**src/hw/rtl/utf8vs_pkg.sv**
```systemverilog
// Shared types and byte constants for the UTF-8 validating sanitizer.
// No dependencies; every other file of the block imports this package.
`timescale 1ns / 1ps

package utf8vs_pkg;

    // Byte codes the sanitizer recognizes or produces.
    localparam logic [7:0] CH_NEWLINE  = 8'h0A;
    localparam logic [7:0] CH_TAB      = 8'h09;
    localparam logic [7:0] CH_SPACE    = 8'h20;
    localparam logic [7:0] CH_DOT      = 8'h2E;
    localparam logic [7:0] CH_DEL      = 8'h7F;
    localparam logic [7:0] LEAD2_LO    = 8'hC2;
    localparam logic [7:0] LEAD2_HI    = 8'hDF;
    localparam logic [7:0] LEAD3_LO    = 8'hE0;
    localparam logic [7:0] LEAD3_HI    = 8'hEF;
    localparam logic [7:0] LEAD4_LO    = 8'hF0;
    localparam logic [7:0] LEAD4_HI    = 8'hF4;
    localparam logic [7:0] LEAD_SURR   = 8'hED;
    localparam logic [7:0] CONT_MASK   = 8'hC0;
    localparam logic [7:0] CONT_CODE   = 8'h80;
    localparam logic [7:0] E0_MIN      = 8'hA0;
    localparam logic [7:0] ED_MAX      = 8'h9F;
    localparam logic [7:0] F0_MIN      = 8'h90;
    localparam logic [7:0] F4_MAX      = 8'h8F;
    localparam logic [7:0] C1_MAX      = 8'h9F;

    // Results one input byte can cause, and the output queue geometry.
    localparam int MAX_RESULTS = 4;
    localparam int Q_DEPTH     = 8;
    localparam int Q_AW        = $clog2(Q_DEPTH);

    typedef struct packed {
        logic [7:0] byte_in;
        logic       text_end;
    } t_in_item;

    typedef struct packed {
        logic [7:0] byte_out;
        logic       run_last;
        logic       replaced;
    } t_out_item;

    // Result group produced by the decoder for one accepted byte.
    typedef struct packed {
        logic [2:0]                        num;
        t_out_item [MAX_RESULTS-1:0]       items;
    } t_dec_result;

endpackage

```
**src/hw/rtl/utf8vs_decode.sv**
```systemverilog
// Sequence decoder: holds the pending UTF-8 bytes and turns one input byte
// into zero to four result items. Depends on utf8vs_pkg.
`timescale 1ns / 1ps

module utf8vs_decode import utf8vs_pkg::*; (
    input  logic        i_clk,
    input  logic        i_rst_n,
    input  logic        i_fire,
    input  t_in_item    i_item,
    output t_dec_result o_result
);

    typedef struct packed {
        logic       emit;
        logic [7:0] value;
        logic       rep;
        logic       hold;
        logic [2:0] need;
    } t_fresh;

    // Handling of a byte when nothing is pending.
    function automatic t_fresh fresh(input logic [7:0] b, input logic last);
        t_fresh f;
        f = '{emit: 1'b1, value: CH_DOT, rep: 1'b1, hold: 1'b0, need: 3'd0};
        if (b == CH_NEWLINE) begin
            f.value = CH_NEWLINE;
            f.rep   = 1'b0;
        end else if (b == CH_TAB) begin
            f.value = CH_SPACE;
        end else if (b < CH_SPACE || b == CH_DEL) begin
            f.value = CH_DOT;
        end else if (b < CONT_CODE) begin
            f.value = b;
            f.rep   = 1'b0;
        end else begin
            if (b >= LEAD2_LO && b <= LEAD2_HI) begin
                f.need = 3'd2;
            end else if (b >= LEAD3_LO && b <= LEAD3_HI) begin
                f.need = 3'd3;
            end else if (b >= LEAD4_LO && b <= LEAD4_HI) begin
                f.need = 3'd4;
            end
            if (f.need != 3'd0 && !last) begin
                f.emit = 1'b0;
                f.hold = 1'b1;
            end
        end
        return f;
    endfunction

    function automatic logic second_ok(input logic [7:0] lead, input logic [7:0] b);
        logic ok;
        ok = 1'b1;
        if (lead == LEAD3_LO && b < E0_MIN) ok = 1'b0;
        if (lead == LEAD_SURR && b > ED_MAX) ok = 1'b0;
        if (lead == LEAD4_LO && b < F0_MIN) ok = 1'b0;
        if (lead == LEAD4_HI && b > F4_MAX) ok = 1'b0;
        return ok;
    endfunction

    logic [7:0] r_pend [3];
    logic [7:0] n_pend [3];
    logic [1:0] r_cnt, n_cnt;
    logic [2:0] r_seq, n_seq;

    t_fresh                  fr;
    logic                    holding;
    logic                    cont_ok;
    logic                    complete;
    logic [2:0]              num;
    t_out_item [MAX_RESULTS-1:0] items;
    logic [7:0]              b;
    logic [2:0]              last_idx;

    assign b = i_item.byte_in;

    always_comb begin
        fr       = fresh(b, i_item.text_end);
        holding  = (r_cnt != 2'd0) && (r_seq >= 3'd2) && (r_seq <= 3'd4)
                   && ({1'b0, r_cnt} < r_seq);
        cont_ok  = ((b & CONT_MASK) == CONT_CODE)
                   && ((r_cnt != 2'd1) || second_ok(r_pend[0], b));
        complete = ({1'b0, r_cnt} + 3'd1) == r_seq;
        items    = '0;
        num      = 3'd0;
        n_pend   = r_pend;
        n_cnt    = r_cnt;
        n_seq    = r_seq;
        last_idx = 3'd0;

        if (holding && cont_ok) begin
            if (complete) begin
                if (r_seq == 3'd2 && r_pend[0] == LEAD2_LO && b <= C1_MAX) begin
                    items[0] = '{byte_out: CH_DOT, run_last: 1'b0, replaced: 1'b1};
                    num      = 3'd1;
                end else begin
                    for (int k = 0; k < 3; k++) begin
                        if (2'(k) < r_cnt) begin
                            items[k] = '{byte_out: r_pend[k], run_last: 1'b0,
                                         replaced: 1'b0};
                        end
                    end
                    items[r_cnt] = '{byte_out: b, run_last: 1'b0, replaced: 1'b0};
                    num          = {1'b0, r_cnt} + 3'd1;
                end
                n_cnt = 2'd0;
                n_seq = 3'd0;
            end else begin
                n_pend[r_cnt] = b;
                n_cnt         = r_cnt + 2'd1;
                if (i_item.text_end) begin
                    // Truncated at the end of the text: one dot per held byte.
                    for (int k = 0; k < 3; k++) begin
                        if (2'(k) < n_cnt) begin
                            items[k] = '{byte_out: CH_DOT, run_last: 1'b0,
                                         replaced: 1'b1};
                        end
                    end
                    num   = {1'b0, n_cnt};
                    n_cnt = 2'd0;
                    n_seq = 3'd0;
                end
            end
        end else begin
            // A broken sequence flushes its held bytes as dots first.
            if (holding) begin
                for (int k = 0; k < 3; k++) begin
                    if (2'(k) < r_cnt) begin
                        items[k] = '{byte_out: CH_DOT, run_last: 1'b0, replaced: 1'b1};
                    end
                end
                num = {1'b0, r_cnt};
            end
            if (fr.emit) begin
                items[num[1:0]] = '{byte_out: fr.value, run_last: 1'b0, replaced: fr.rep};
                num             = num + 3'd1;
            end
            if (fr.hold) begin
                n_pend[0] = b;
                n_cnt     = 2'd1;
                n_seq     = fr.need;
            end else begin
                n_cnt = 2'd0;
                n_seq = 3'd0;
            end
        end

        if (num != 3'd0) begin
            last_idx                       = num - 3'd1;
            items[last_idx[1:0]].run_last  = 1'b1;
        end
        o_result.num   = num;
        o_result.items = items;
    end

    always_ff @(posedge i_clk) begin
        if (!i_rst_n) begin
            r_cnt <= 2'd0;
            r_seq <= 3'd0;
        end else if (i_fire) begin
            r_cnt <= n_cnt;
            r_seq <= n_seq;
        end
    end

    always_ff @(posedge i_clk) begin
        if (i_fire) begin
            r_pend <= n_pend;
        end
    end

endmodule

```
**src/hw/rtl/utf8vs_outq.sv**
```systemverilog
// Output queue: takes up to four result items per cycle and presents one
// per cycle, when ready, on a valid/ready channel. Depends on utf8vs_pkg.
`timescale 1ns / 1ps

module utf8vs_outq import utf8vs_pkg::*; (
    input  logic        i_clk,
    input  logic        i_rst_n,
    input  logic        i_push,
    input  t_dec_result i_result,
    output logic        o_room,
    output logic        o_valid,
    input  logic        i_ready,
    output t_out_item   o_data
);

    t_out_item       r_mem [Q_DEPTH];
    logic [Q_AW-1:0] r_wp, r_rp;
    logic [Q_AW:0]   r_cnt;
    logic [2:0]      push_n;
    logic            pop;

    assign push_n  = i_push ? i_result.num : 3'd0;
    assign o_valid = (r_cnt != '0);
    assign pop     = o_valid && i_ready;
    assign o_data  = r_mem[r_rp];
    // Room for a full group of results, judged on the registered count.
    assign o_room  = (r_cnt <= (Q_AW+1)'(Q_DEPTH - MAX_RESULTS));

    always_ff @(posedge i_clk) begin
        if (!i_rst_n) begin
            r_wp  <= '0;
            r_rp  <= '0;
            r_cnt <= '0;
        end else begin
            r_wp  <= r_wp + Q_AW'(push_n);
            r_rp  <= r_rp + Q_AW'(pop);
            r_cnt <= r_cnt + (Q_AW+1)'(push_n) - (Q_AW+1)'(pop);
        end
    end

    always_ff @(posedge i_clk) begin
        for (int k = 0; k < MAX_RESULTS; k++) begin
            if (3'(k) < push_n) begin
                r_mem[r_wp + Q_AW'(k)] <= i_result.items[k];
            end
        end
    end

    assert property (@(posedge i_clk) disable iff (!i_rst_n)
        r_cnt <= (Q_AW+1)'(Q_DEPTH))
        else $error("output queue overflow");

    assert property (@(posedge i_clk) disable iff (!i_rst_n)
        (push_n == 3'd0 && !pop) |=> $stable(r_cnt))
        else $error("queue count moved without a transfer");

    assert property (@(posedge i_clk) disable iff (!i_rst_n)
        (i_push && i_result.num != 3'd0) |-> o_room)
        else $error("results pushed without room");

endmodule

```
**src/hw/rtl/utf8_validating_sanitizer.sv**
```systemverilog
// Results: a byte's result group is registered into the output queue at its transfer.
// Throughput: one input byte per cycle while the queue has room; the output queue drains one per cycle when ready.
// The decoder produces up to four items per byte; the queue gates input ready.
// Reset: synchronous, active low; clears pending sequence and queue pointers.
// Held sequence bytes and queue entries are not reset.
`timescale 1ns / 1ps

module utf8_validating_sanitizer import utf8vs_pkg::*; (
    input  logic      i_clk,
    input  logic      i_rst_n,
    input  logic      i_in_valid,
    output logic      o_in_ready,
    input  t_in_item  i_in_data,
    output logic      o_out_valid,
    input  logic      i_out_ready,
    output t_out_item o_out_data
);

    // An input transfer happens when the input is valid and the queue can
    // take a full group of results. Each byte is decoded in the cycle of its
    // transfer against the registered pending state, and its results land in
    // the queue registers. Counted from reset, the results never outnumber the
    // bytes taken, so the queue stays shallow and input ready stays high while
    // the consumer keeps up.

    logic        fire;
    t_dec_result result;

    assign fire = i_in_valid && o_in_ready;

    utf8vs_decode u_decode (
        .i_clk    (i_clk),
        .i_rst_n  (i_rst_n),
        .i_fire   (fire),
        .i_item   (i_in_data),
        .o_result (result)
    );

    utf8vs_outq u_outq (
        .i_clk    (i_clk),
        .i_rst_n  (i_rst_n),
        .i_push   (fire),
        .i_result (result),
        .o_room   (o_in_ready),
        .o_valid  (o_out_valid),
        .i_ready  (i_out_ready),
        .o_data   (o_out_data)
    );

endmodule
```
**config.mk**
```make
export PLATFORM = sky130hd
export DESIGN_NAME = utf8_validating_sanitizer
export DESIGN_NICKNAME = d
export VERILOG_FILES = /design/src/hw/rtl/utf8vs_pkg.sv /design/src/hw/rtl/utf8vs_decode.sv /design/src/hw/rtl/utf8vs_outq.sv /design/src/hw/rtl/utf8_validating_sanitizer.sv
export SDC_FILE = /design/constraint.sdc
export NUM_CORES = 1
export LEC_CHECK = 0
export BUFFER_PORTS_ARGS = -buffer_cell sky130_fd_sc_hd__buf_2
export CORE_MARGIN = 2
export CORE_UTILIZATION = 30
export CTS_CLUSTER_SIZE = 8
export DETAILED_ROUTE_END_ITERATION = 10
export HOLD_SLACK_MARGIN = 0.12
export PLACE_DENSITY = 0.45
export SLEW_MARGIN = 20
export SYNTH_ARGS = -nofsm -noshare
export SYNTH_HDL_FRONTEND = slang
export SYNTH_HIERARCHICAL = 1
export SYNTH_SLANG_ARGS = --single-unit
```
**constraint.sdc**
```tcl
create_clock -name i_clk -period 3.3 [get_ports i_clk]
set_input_delay 0.33 -clock i_clk [delete_from_list [all_inputs] [get_ports i_clk]]
set_output_delay 0.33 -clock i_clk [all_outputs]
set_load 0.1 [all_outputs]
```
======== After elaboration in Yosys (flattened, before gate mapping) ========
Memories as Yosys holds them, arrays and structs flattened. A register that Yosys moved wholly into a read port is not among the register bits.
Cells that the tools add are included.
W data, S select, Z words.
word-level totals
  register bits ........................... 39
  memory bits (writable) .................. 80
  bits of input ports ..................... 13
  output and inout bits ................... 12
  logic and storage cells ................. 196
  memories kept ........................... 1
cells by class
  add/subtract/negate cells ............... 11
  magnitude comparators ................... 35
  equal/unequal tests ..................... 14
  mux-type cells .......................... 93
  bitwise logic cells ..................... 2
  reduce and logical (&&, ||, !) cells .... 32
memories
  memory        depth  width  read ports  clocked after memory_dff  write ports  RTL line           text
  u_outq.r_mem  8      10     1           1                         4            utf8vs_outq.sv:16  t_out_item r_mem [Q_DEPTH];
operators by type and width
  operator              count
  $mux W10              16
  $bwmux W40            3
  $mux W30              4
  $mux W40              3
  $mux W8               11
  $demux W10 S2         3
  $mux W3               18
  $eq A8 B8 Y1 const B  5
  $le A8 B8 Y1 const B  4
  $mux W28              1
  $bwmux W24            1
  $ge A8 B8 Y1 const B  3
  $lt A8 B8 Y1 const B  3
  $mux W24              1
  $logic_and A1 B1 Y1   21
  $mux W1               19
  $mux W9               2
  $demux W8 S2          1
  $eq A8 B4 Y1 const B  2
  $gt A8 B8 Y1 const B  2
  $mux W2               6
  $mux W5               2
  $lt A2 B3 Y1 const B  3
  $eq A8 B7 Y1 const B  1
  other kinds (37)      52

======== Longest topological paths before layout ========
Gate-level depths: netlist of the first run.
  depth after elaboration ................. 25
  gate-level depth with buffers ........... 18
  depth with buffers taken out ............ 17

======== Modules after synthesis ========
The synthesis of the first run kept the hierarchy.
modules (own cells, without submodules)
  module                     instances  cells each  area each (um^2)  sequential area each (um^2)
  utf8vs_outq                1          630         6078.3            2602.5
  utf8vs_decode              1          276         2444.8            820.8
  utf8_validating_sanitizer  1          1           6.3               0.0

======== Worst setup path before layout of the first run ========
OpenSTA, ideal clock, no wires.
  path type ............................... flip-flop to flip-flop
  start ................................... reg u_outq.r_cnt[1]
  end ..................................... reg u_outq.r_cnt[2]
  library setup time ...................... 0.115 ns
  data arrival time ....................... 3.728 ns
  required time ........................... 3.185 ns
  path slack .............................. -0.543 ns
  cell stages (with the launch flop) ...... 15
  buffers on the path ..................... 2
  period minus slack after synthesis ...... 3.843 ns
  path through ............................ dfxtp_1 -> nor2_1 -> nor2_1 -> nor2_1 -> and2_1 -> clkbuf_2 -> buf_2 -> nand2_1 -> ha_1 -> inv_1 -> ha_1 -> inv_1 -> fa_1 -> xnor2_1 -> and2_1
between the ends
  word-level cells in the longest chain between the ends .. 5
  elaborated cells on any way between the ends .. 7
  classes of those cells .................. add/sub: 2; order compare: 1; mux: 1; reduce/logical: 3
RTL lines
  element                 RTL line                         text
  start, declared         utf8vs_outq.sv:18                logic [Q_AW:0] r_cnt;
  start signal, assigned  utf8vs_outq.sv:37                r_cnt <= r_cnt + (Q_AW+1)'(push_n) - (Q_AW+1)'(pop);
  $le A4 B3 Y1            utf8vs_outq.sv:27                assign o_room = (r_cnt <= (Q_AW+1)'(Q_DEPTH - MAX_RESULTS));
  named net o_in_ready    utf8_validating_sanitizer.sv:12  output logic o_in_ready,
  $logic_and A1 B1 Y1     utf8_validating_sanitizer.sv:29  assign fire = i_in_valid && o_in_ready;
  named net fire          utf8_validating_sanitizer.sv:26  logic fire;
  $mux W3                 utf8vs_outq.sv:22                assign push_n = i_push ? i_result.num : 3'd0;
  $add A4 B3 Y4           utf8vs_outq.sv:37
  $sub A4 B1 Y4           utf8vs_outq.sv:37
The timed path passes the listed nets, and every way through them passes these cells.
A chain may end at the register's enable or synchronous reset.

==> qor.csv, run 1 <==
stage,metric,value,unit
detailed_routing,average vias per placed instance,5.625,
yosys,Synth async-reset ratio,0,%
critical_path,CP Launch Point,u_decode/r_pend[16],
yosys,Mapped Nets,945,
detailed_routing,Antenna Violating Nets Remaining,0,
yosys,synth top area cells,"edfxtp_1 (37%), nand2_1 (6.1%), o22ai_1 (5.8%)",
pwr,Net Sw Frac,39.44,%
sta,fin crit share,99.14,%
finish,"most common cell after layout, fill and taps aside",nand2_1,
clock_network,"Clk Latency, worst-skew pair",0.43,ns
yosys,Post-Syn Area,8529,sq um
clock_network,Max clock buf depth,2,
critical_path,worst reg-to-reg path cell count,12,
die,Die ar.,29800,sq um
critical_path,CP max stage delay,0.41,ns
detailed_routing,DRT iter0 DRCs,937,
die,die height,172.6,microns
critical_path,Reg2Reg Launch Point,u_decode/r_pend[16],
yosys,Yosys top cell area share,36.61,%
finish,nets@finish,1021,
placement,DP HPWL,22310,microns
die,Initial Util,30.62,%
critical_path,Critical Path Fanout Max,5,
yosys,Netlist cell types,65,
sta,fin. max-slew vios,0,
grt,GRT overflow,0,
run,maxcap violations,0,
grt,global-route wire length before repair,46060,microns
sta,RSZ-0062 raised after global routing,true,
pwr,clock share of power,32.2,%
critical_path,CP Capture Type,flop,
grt,antenna violations before repair,0,
finish,Area Growth Syn to Fin,28.22,%
detailed_routing,Routed WL,30600,microns
clock_network,"CTS clk-pin slew, worst paths",0.06,ns
yosys,"Avg Cell Area, Syn",9.404,sq um
yosys,"Seq/Total Area, Yosys",40.13,%
pwr,Logic pwr share,36.3,%
detailed_routing,DR vias,7729,
finish,post-route cell area,10940,sq um
placement,GP Congestion,0.9102,
critical_path,end point of the critical path,u_outq/r_mem[3][1],
yosys,Most used DFF post-synth,edfxtp_1,
critical_path,"Cell Chain, Critical Path","nor3_2, mux2i_1, o22a_1, o2111a_2, buf_6, mux2i_4, o221ai_4, buf_4, nor3_1, nor2b_1, nand3_2, nand3_4",
die,io pins,25,
critical_path,WP data arrival,3.39,ns
critical_path,R2R setup slack,0.03,ns
grt,largest net degree at the start of global routing,22,
pwr,register share of total power,31.5,%
sta,clock skew,0.01287,ns
clock_network,hold_buf cts,0,
run_status,outcome,finished clean,
pwr,Leak,4.155,nW
sta,Fin. Hold Viols,0,
finish,Finished Layout Cells,1374,
critical_path,CP startpoint kind,flop,
clock_network,CTS tree,yes,
clock_network,CTS buffer count,17,
sta,minimum clock period,3.272,ns
detailed_routing,DR WL/cell,22.27,microns
finish,diode count,0,
placement,IO Port Bufs,24,
min_path,Hold Path Class,input port to flop,
pwr,Worst IR Drop VDD,0.6324,mV
sta,final setup fails,0,
yosys,synth warn,6,
yosys,Synth Instances,907,
clock_network,clk root buf,clkbuf_16,
yosys,Yosys reg bits,119,
finish,most frequent cells in the layout,"nand2_1 (124), buf_4 (113), edfxtp_1 (104)",
pwr,Power Dens Cells,521.3,nW/um^2
critical_path,CP Class,flop to flop,
yosys,"area leader, netlist",edfxtp_1,
grt,Total GRT Usage,20.01,%
die,floorplan die width,172.6,microns
placement,placed cell area,9759,sq um
pwr,Internal,3.453,mW
clock_network,H-Tree Depth,4,
die,Rows,61,
detailed_routing,DRT Pass-1 Iters,7,
placement,Cell Count Post-Placement,1318,
sta,relative slew slack,37.18,%
critical_path,CP max-delay cell,edfxtp_1,
detailed_routing,DRC Markers,0,
pwr,switching pwr,2.248,mW
grt,vias in the first global route,7475,
sta,Worst Max-Slew Pin Slew,0.9382,ns
yosys,"EDFF count, synth",104,
finish,share of cells above drive strength 1,31.73,%
die,Core Region,27860,sq um
critical_path,WP data required,3.42,ns
critical_path,reg-to-reg critical path endpoint,u_outq/r_mem[3][1],
sta,Max Clock Freq,305.7,MHz
clock_network,Sink Count,119,
## worst max-delay path, delay by kind of cell (launching register included)
| family | cells | cell delay [ns] |
|---|---|---|
| simple gates | 5 | 1.19 |
| flops | 1 | 0.41 |
| buf+inv | 2 | 0.30 |
| mux | 2 | 0.30 |
| compound gates | 3 | 0.77 |
## logic make-up after synthesis
family / share of synthesized area (%)
AOI/OAI and AO/OA: 19.52
xor gates and xnor gates: 1.438
adders and majority gates: 3.843
buffers and inverters: 6.396
DFF: 40.14
muxes: 12.48
and+or+nand+nor: 16.18
## worst min path at each step
| stage | from | to | cells past startpoint |
|---|---|---|---|
| 2_1_floorplan | i_in_data[1] | u_decode/r_pend[0] | 0 |
| 3_3_place_gp | u_outq/r_rp[1] | u_outq/r_rp[1] | 2 |
| 3_5_place_dp | u_outq/r_rp[1] | u_outq/r_rp[1] | 2 |
| 4_1_cts | i_in_data[7] | u_decode/r_pend[22] | 2 |
| 5_1_grt | i_in_data[7] | u_decode/r_pend[22] | 2 |
| 6_report | i_in_data[7] | u_decode/r_pend[22] | 2 |
## sequential cells by signal, indices dropped and copies added (netlist names)
name / flops
u_outq/r_cnt: 4
u_outq/r_mem: 80
u_outq/r_rp: 3
u_decode/r_cnt: 2
u_decode/r_seq: 3
u_decode/r_pend: 24
u_outq/r_wp: 3
## what timing repair did
| action | 4_1_cts | 5_1_grt |
|---|---|---|
| gates resized for setup | 0 | 83 |
| buffers inserted | 0 | 19 |
| gates cloned | 0 | 5 |
| pin swaps | 1 | 35 |
| setup endpoints to repair | 1 | 164 |
## layout make-up
class,instances,area [sq um]
Clock inverter,15,151.4
Sequential cell,119,3432
Inverter,24,92.59
Tap cell,378,473.0
Multi-Input combinational cell,662,5026
Clock buffer,17,425.4
Timing Repair Buffer,159,1336
Fill cell,2783,16920
## metal layers
layer	share of wire (%)	track usage, %
met5	0	0
met4	3.2	7.016
met3	6.4	2.924
met2	45	31.36
met1	46	28.17
## synthesized netlist by cell type, drive strengths merged (23+ instances only)
cell type	n
nand3	23
and2	23
o22ai	79
mux2i	49
nand2	139
inv	24
clkbuf	55
buf	49
a21oi	44
ha	23
edfxtp	104
a31oi	55
nor2	32
## power by group through the flow
stage	registers [mW]	clock network (mW)	logic, mW
after floorplan	1.82	0	1.53
after global placement	1.83	0	1.99
after detailed placement	1.83	0	1.98
after CTS	1.79	1.87	1.99
after global routing	1.81	1.92	2.22
final	1.79	1.84	2.07
## stage by stage
step	power [mW]	hold WS, ns	setup slack (ns)	TNS, ns	utilization, %
6_report	5.701	0.2619	0.02831	0	39.26
5_1_grt	5.948	0.2669	-0.1079	-4.157	39.26
4_1_cts	5.658	0.2530	0.01965	0	37.10
3_5_place_dp	3.811	0.5848	-0.1177	-3.080	35.03
3_3_place_gp	3.817	0.5691	-0.1124	-3.301	35.03
2_1_floorplan	3.353	0.4289	0.01013	0	-
Power figures use the tool's default switching activity.
==> run 2, diff against run 1 <==
--- a/config.mk
+++ b/config.mk
@@ -11,7 +11,7 @@
 export CTS_CLUSTER_SIZE = 8
 export DETAILED_ROUTE_END_ITERATION = 10
 export HOLD_SLACK_MARGIN = 0.12
-export PLACE_DENSITY = 0.45
+export PLACE_DENSITY = 0.46
 export SLEW_MARGIN = 20
 export SYNTH_ARGS = -nofsm -noshare
 export SYNTH_HDL_FRONTEND = slang
==> run 2 against run 1 <==
  * Register-to-register slack better by 0.07 ns
  * Core utilization is 1.1 points lower
  * Combinational power hardly changed
  * Sequential power hardly changed
  * Via count hardly changed
  * Die area stayed put
  * Sequential cell count stayed put
  * Sequential share of layout area is 0.93 points higher
  * First-iteration DRC count is 19% lower
  * Clock skew hardly changed
  * Highest routed layer unchanged
==> qor.csv, run 2 (synthesis results as in run 1) <==
stage,metric,value,unit,change
critical_path,CP Capture Type,flop,,
finish,biggest regs,"u_outq/r_mem (80), u_decode/r_pend (24), u_outq/r_cnt (4)",,
placement,IO Port Bufs,24,,unchanged
grt,Total GRT Usage,20.15,%,+0.14 points
detailed_routing,DR vias,7724,,-0.065%
detailed_routing,DRT Pass-1 Iters,6,,-1
sta,relative slew slack,27.22,%,-10 points
critical_path,WP data arrival,3.47,ns,+0.08 ns
critical_path,Critical Path Fanout Max,8,,+3
sta,Worst Max-Slew Pin Slew,1.087,ns,+0.1487 ns
sta,fin crit share,97.06,%,-2.1 points
finish,Largest register FFs,80,,unchanged
die,io pins,25,,unchanged
finish,"most common cell after layout, fill and taps aside",nand2_1,,
critical_path,CP Class,flop to flop,,
detailed_routing,Antenna Violating Nets Remaining,0,,unchanged
sta,clock skew,0.01332,ns,+0.0004495 ns
clock_network,CTS buffer count,17,,unchanged
critical_path,WP data required,3.57,ns,+0.15 ns
finish,nets@finish,1006,,-1.5%
detailed_routing,DR WL/cell,22.59,microns,+1.5%
placement,DP HPWL,22080,microns,-1.0%
finish,final core occ,38.11,%,-1.1 points
placement,GP Congestion,0.8783,,-3.5%
finish,area of the multi-input gates,4932,sq um,-1.9%
clock_network,"Clk Latency, worst-skew pair",0.44,ns,about the same
critical_path,reg-to-reg critical path endpoint,u_outq/r_mem[4][3],,
critical_path,Bufs and invs on worst path,1,,-1
critical_path,family with the most delay on the worst path,compound AO/OA/AOI/OAI gates,,
sta,Max Clock Freq,312.2,MHz,+2.1%
detailed_routing,DRC Markers,0,,unchanged
sta,fin. max-slew vios,0,,unchanged
die,die height,172.6,microns,unchanged
min_path,Hold Path Class,input port to flop,,
critical_path,"Cell Chain, Critical Path","ha_1, nor3b_2, a22oi_2, nor2_4, o2111a_2, buf_4, nand2_1, o211ai_1, mux2i_1, a21oi_1",,
finish,fillcell total,2774,,-0.32%
critical_path,R2R setup slack,0.1,ns,+0.07 ns
detailed_routing,Routed WL,30700,microns,+0.35%
sta,post-layout worst setup margin,0.09686,ns,+0.06855 ns
finish,diode count,0,,unchanged
pwr,Worst IR Drop VDD,0.5422,mV,-14%
pwr,Leak,4.005,nW,-3.6%
pwr,Power Dens Cells,536.8,nW/um^2,+3.0%
die,floorplan die width,172.6,microns,unchanged
placement,Post-Place Worst Slack,-0.1485,ns,-0.03082 ns
sta,setup TNS after final layout,0,ns,unchanged
detailed_routing,average vias per placed instance,5.684,,+1.0%
finish,share of cells above drive strength 1,29.36,%,-2.4 points
die,Die ar.,29800,sq um,unchanged
finish,storage element area,3431,sq um,about the same
die,Core Region,27860,sq um,unchanged
min_path,Worst Hold Depth,2,,unchanged
grt,antenna violations before repair,0,,unchanged
clock_network,Sink Count,119,,unchanged
critical_path,worst reg-to-reg path cell count,10,,-2
clock_network,clk root buf,clkbuf_16,,
sta,RSZ-0062 raised after global routing,true,,
min_path,Hold Crit Start,i_in_data[4],,
sta,minimum clock period,3.203,ns,-0.06855 ns
clock_network,Max clock buf depth,2,,unchanged
critical_path,CP startpoint kind,flop,,
clock_network,CTS tree,yes,,
die,Initial Util,30.62,%,unchanged
grt,vias in the first global route,7347,,-1.7%
clock_network,H-Tree Depth,4,,unchanged
sta,Fin. Hold Viols,0,,unchanged
grt,GRT overflow,0,,unchanged
critical_path,Reg2Reg Launch Point,u_decode/r_cnt[1],,
critical_path,CP max stage delay,0.90,ns,+0.49 ns
sta,final setup fails,0,,unchanged
pwr,total power draw,5.699,mW,about the same
finish,most frequent cells in the layout,"nand2_1 (127), buf_4 (105), edfxtp_1 (104)",,
finish,Area Growth Syn to Fin,24.47,%,
finish,"Most flops, register",u_outq/r_mem,,
min_path,Hold EP,u_decode/r_pend[19],,
critical_path,CP max-delay cell,o211ai_1,,
grt,largest net degree at the start of global routing,22,,unchanged
detailed_routing,DRT iter0 DRCs,760,,-19%
run_status,outcome,finished clean,,
run,maxcap violations,0,,unchanged
clock_network,"CTS clk-pin slew, worst paths",0.06,ns,about the same
grt,global-route wire length before repair,46010,microns,-0.12%
die,Rows,61,,unchanged
==> run 2: changes by cell type in the layout (fill, tap and decap cells not counted), sizes merged <==
cell	change
nand3	+1
inv	-4
buf	-13
clkinvlp	+3
clkinv	-1
bufinv	+1
clkbuf	-2
==> run 2: cell type report <==
cell class              instances  area share (%)
clock inverters                14           1.320
repair buffers                143           10.56
inverters                      24          0.8486
clock buffers                  18           4.042
multi-input cells             663           46.46
well taps                     378           4.455
flip-flops and latches        119           32.32
==> run 2: metrics by stage <==
stage	std cells	area [sq um]	hold WS, ns
after floorplan	907	8678	0.4289
after global placement	1318	9747	0.5745
after detailed placement	1318	9747	0.5804
after CTS	1350	10320	0.2410
after global routing	1359	10620	0.2534
final	1359	10620	0.2538
==> run 2: what timing repair did <==
action	in CTS	in global routing
hold buffers	0	0
setup endpoints to repair	0	164
buffers inserted	0	5
resized for setup	0	59
==> run 2: metal layers <==
layer	share of wire, %	GRT usage, %
met1	46	28.48
met2	45	31.88
met3	6.6	3.276
met4	1.8	5.662
met5	0	0
==> run 2: where the power goes <==
part	internal [mW]	leakage, nW	switching, mW
logic	0.665	2.67	1.37
clock network	1.05	0.263	0.804
registers	1.75	1.07	0.0517
==> run 2: worst max path at each step <==
stage / to / from / cells after the start / slack [ns]
global route: u_outq/r_cnt[2] / u_decode/r_cnt[1] / 15 / -0.05
global placement: u_outq/r_cnt[2] / i_in_data[6] / 15 / -0.07
finish: u_outq/r_mem[4][3] / u_decode/r_cnt[1] / 10 / 0.1
detailed placement: u_outq/r_cnt[2] / i_in_data[6] / 15 / -0.15
floorplan: u_outq/r_cnt[3] / u_decode/r_cnt[0] / 17 / 0.01
CTS: u_outq/r_cnt[2] / u_decode/r_cnt[1] / 15 / 0.01
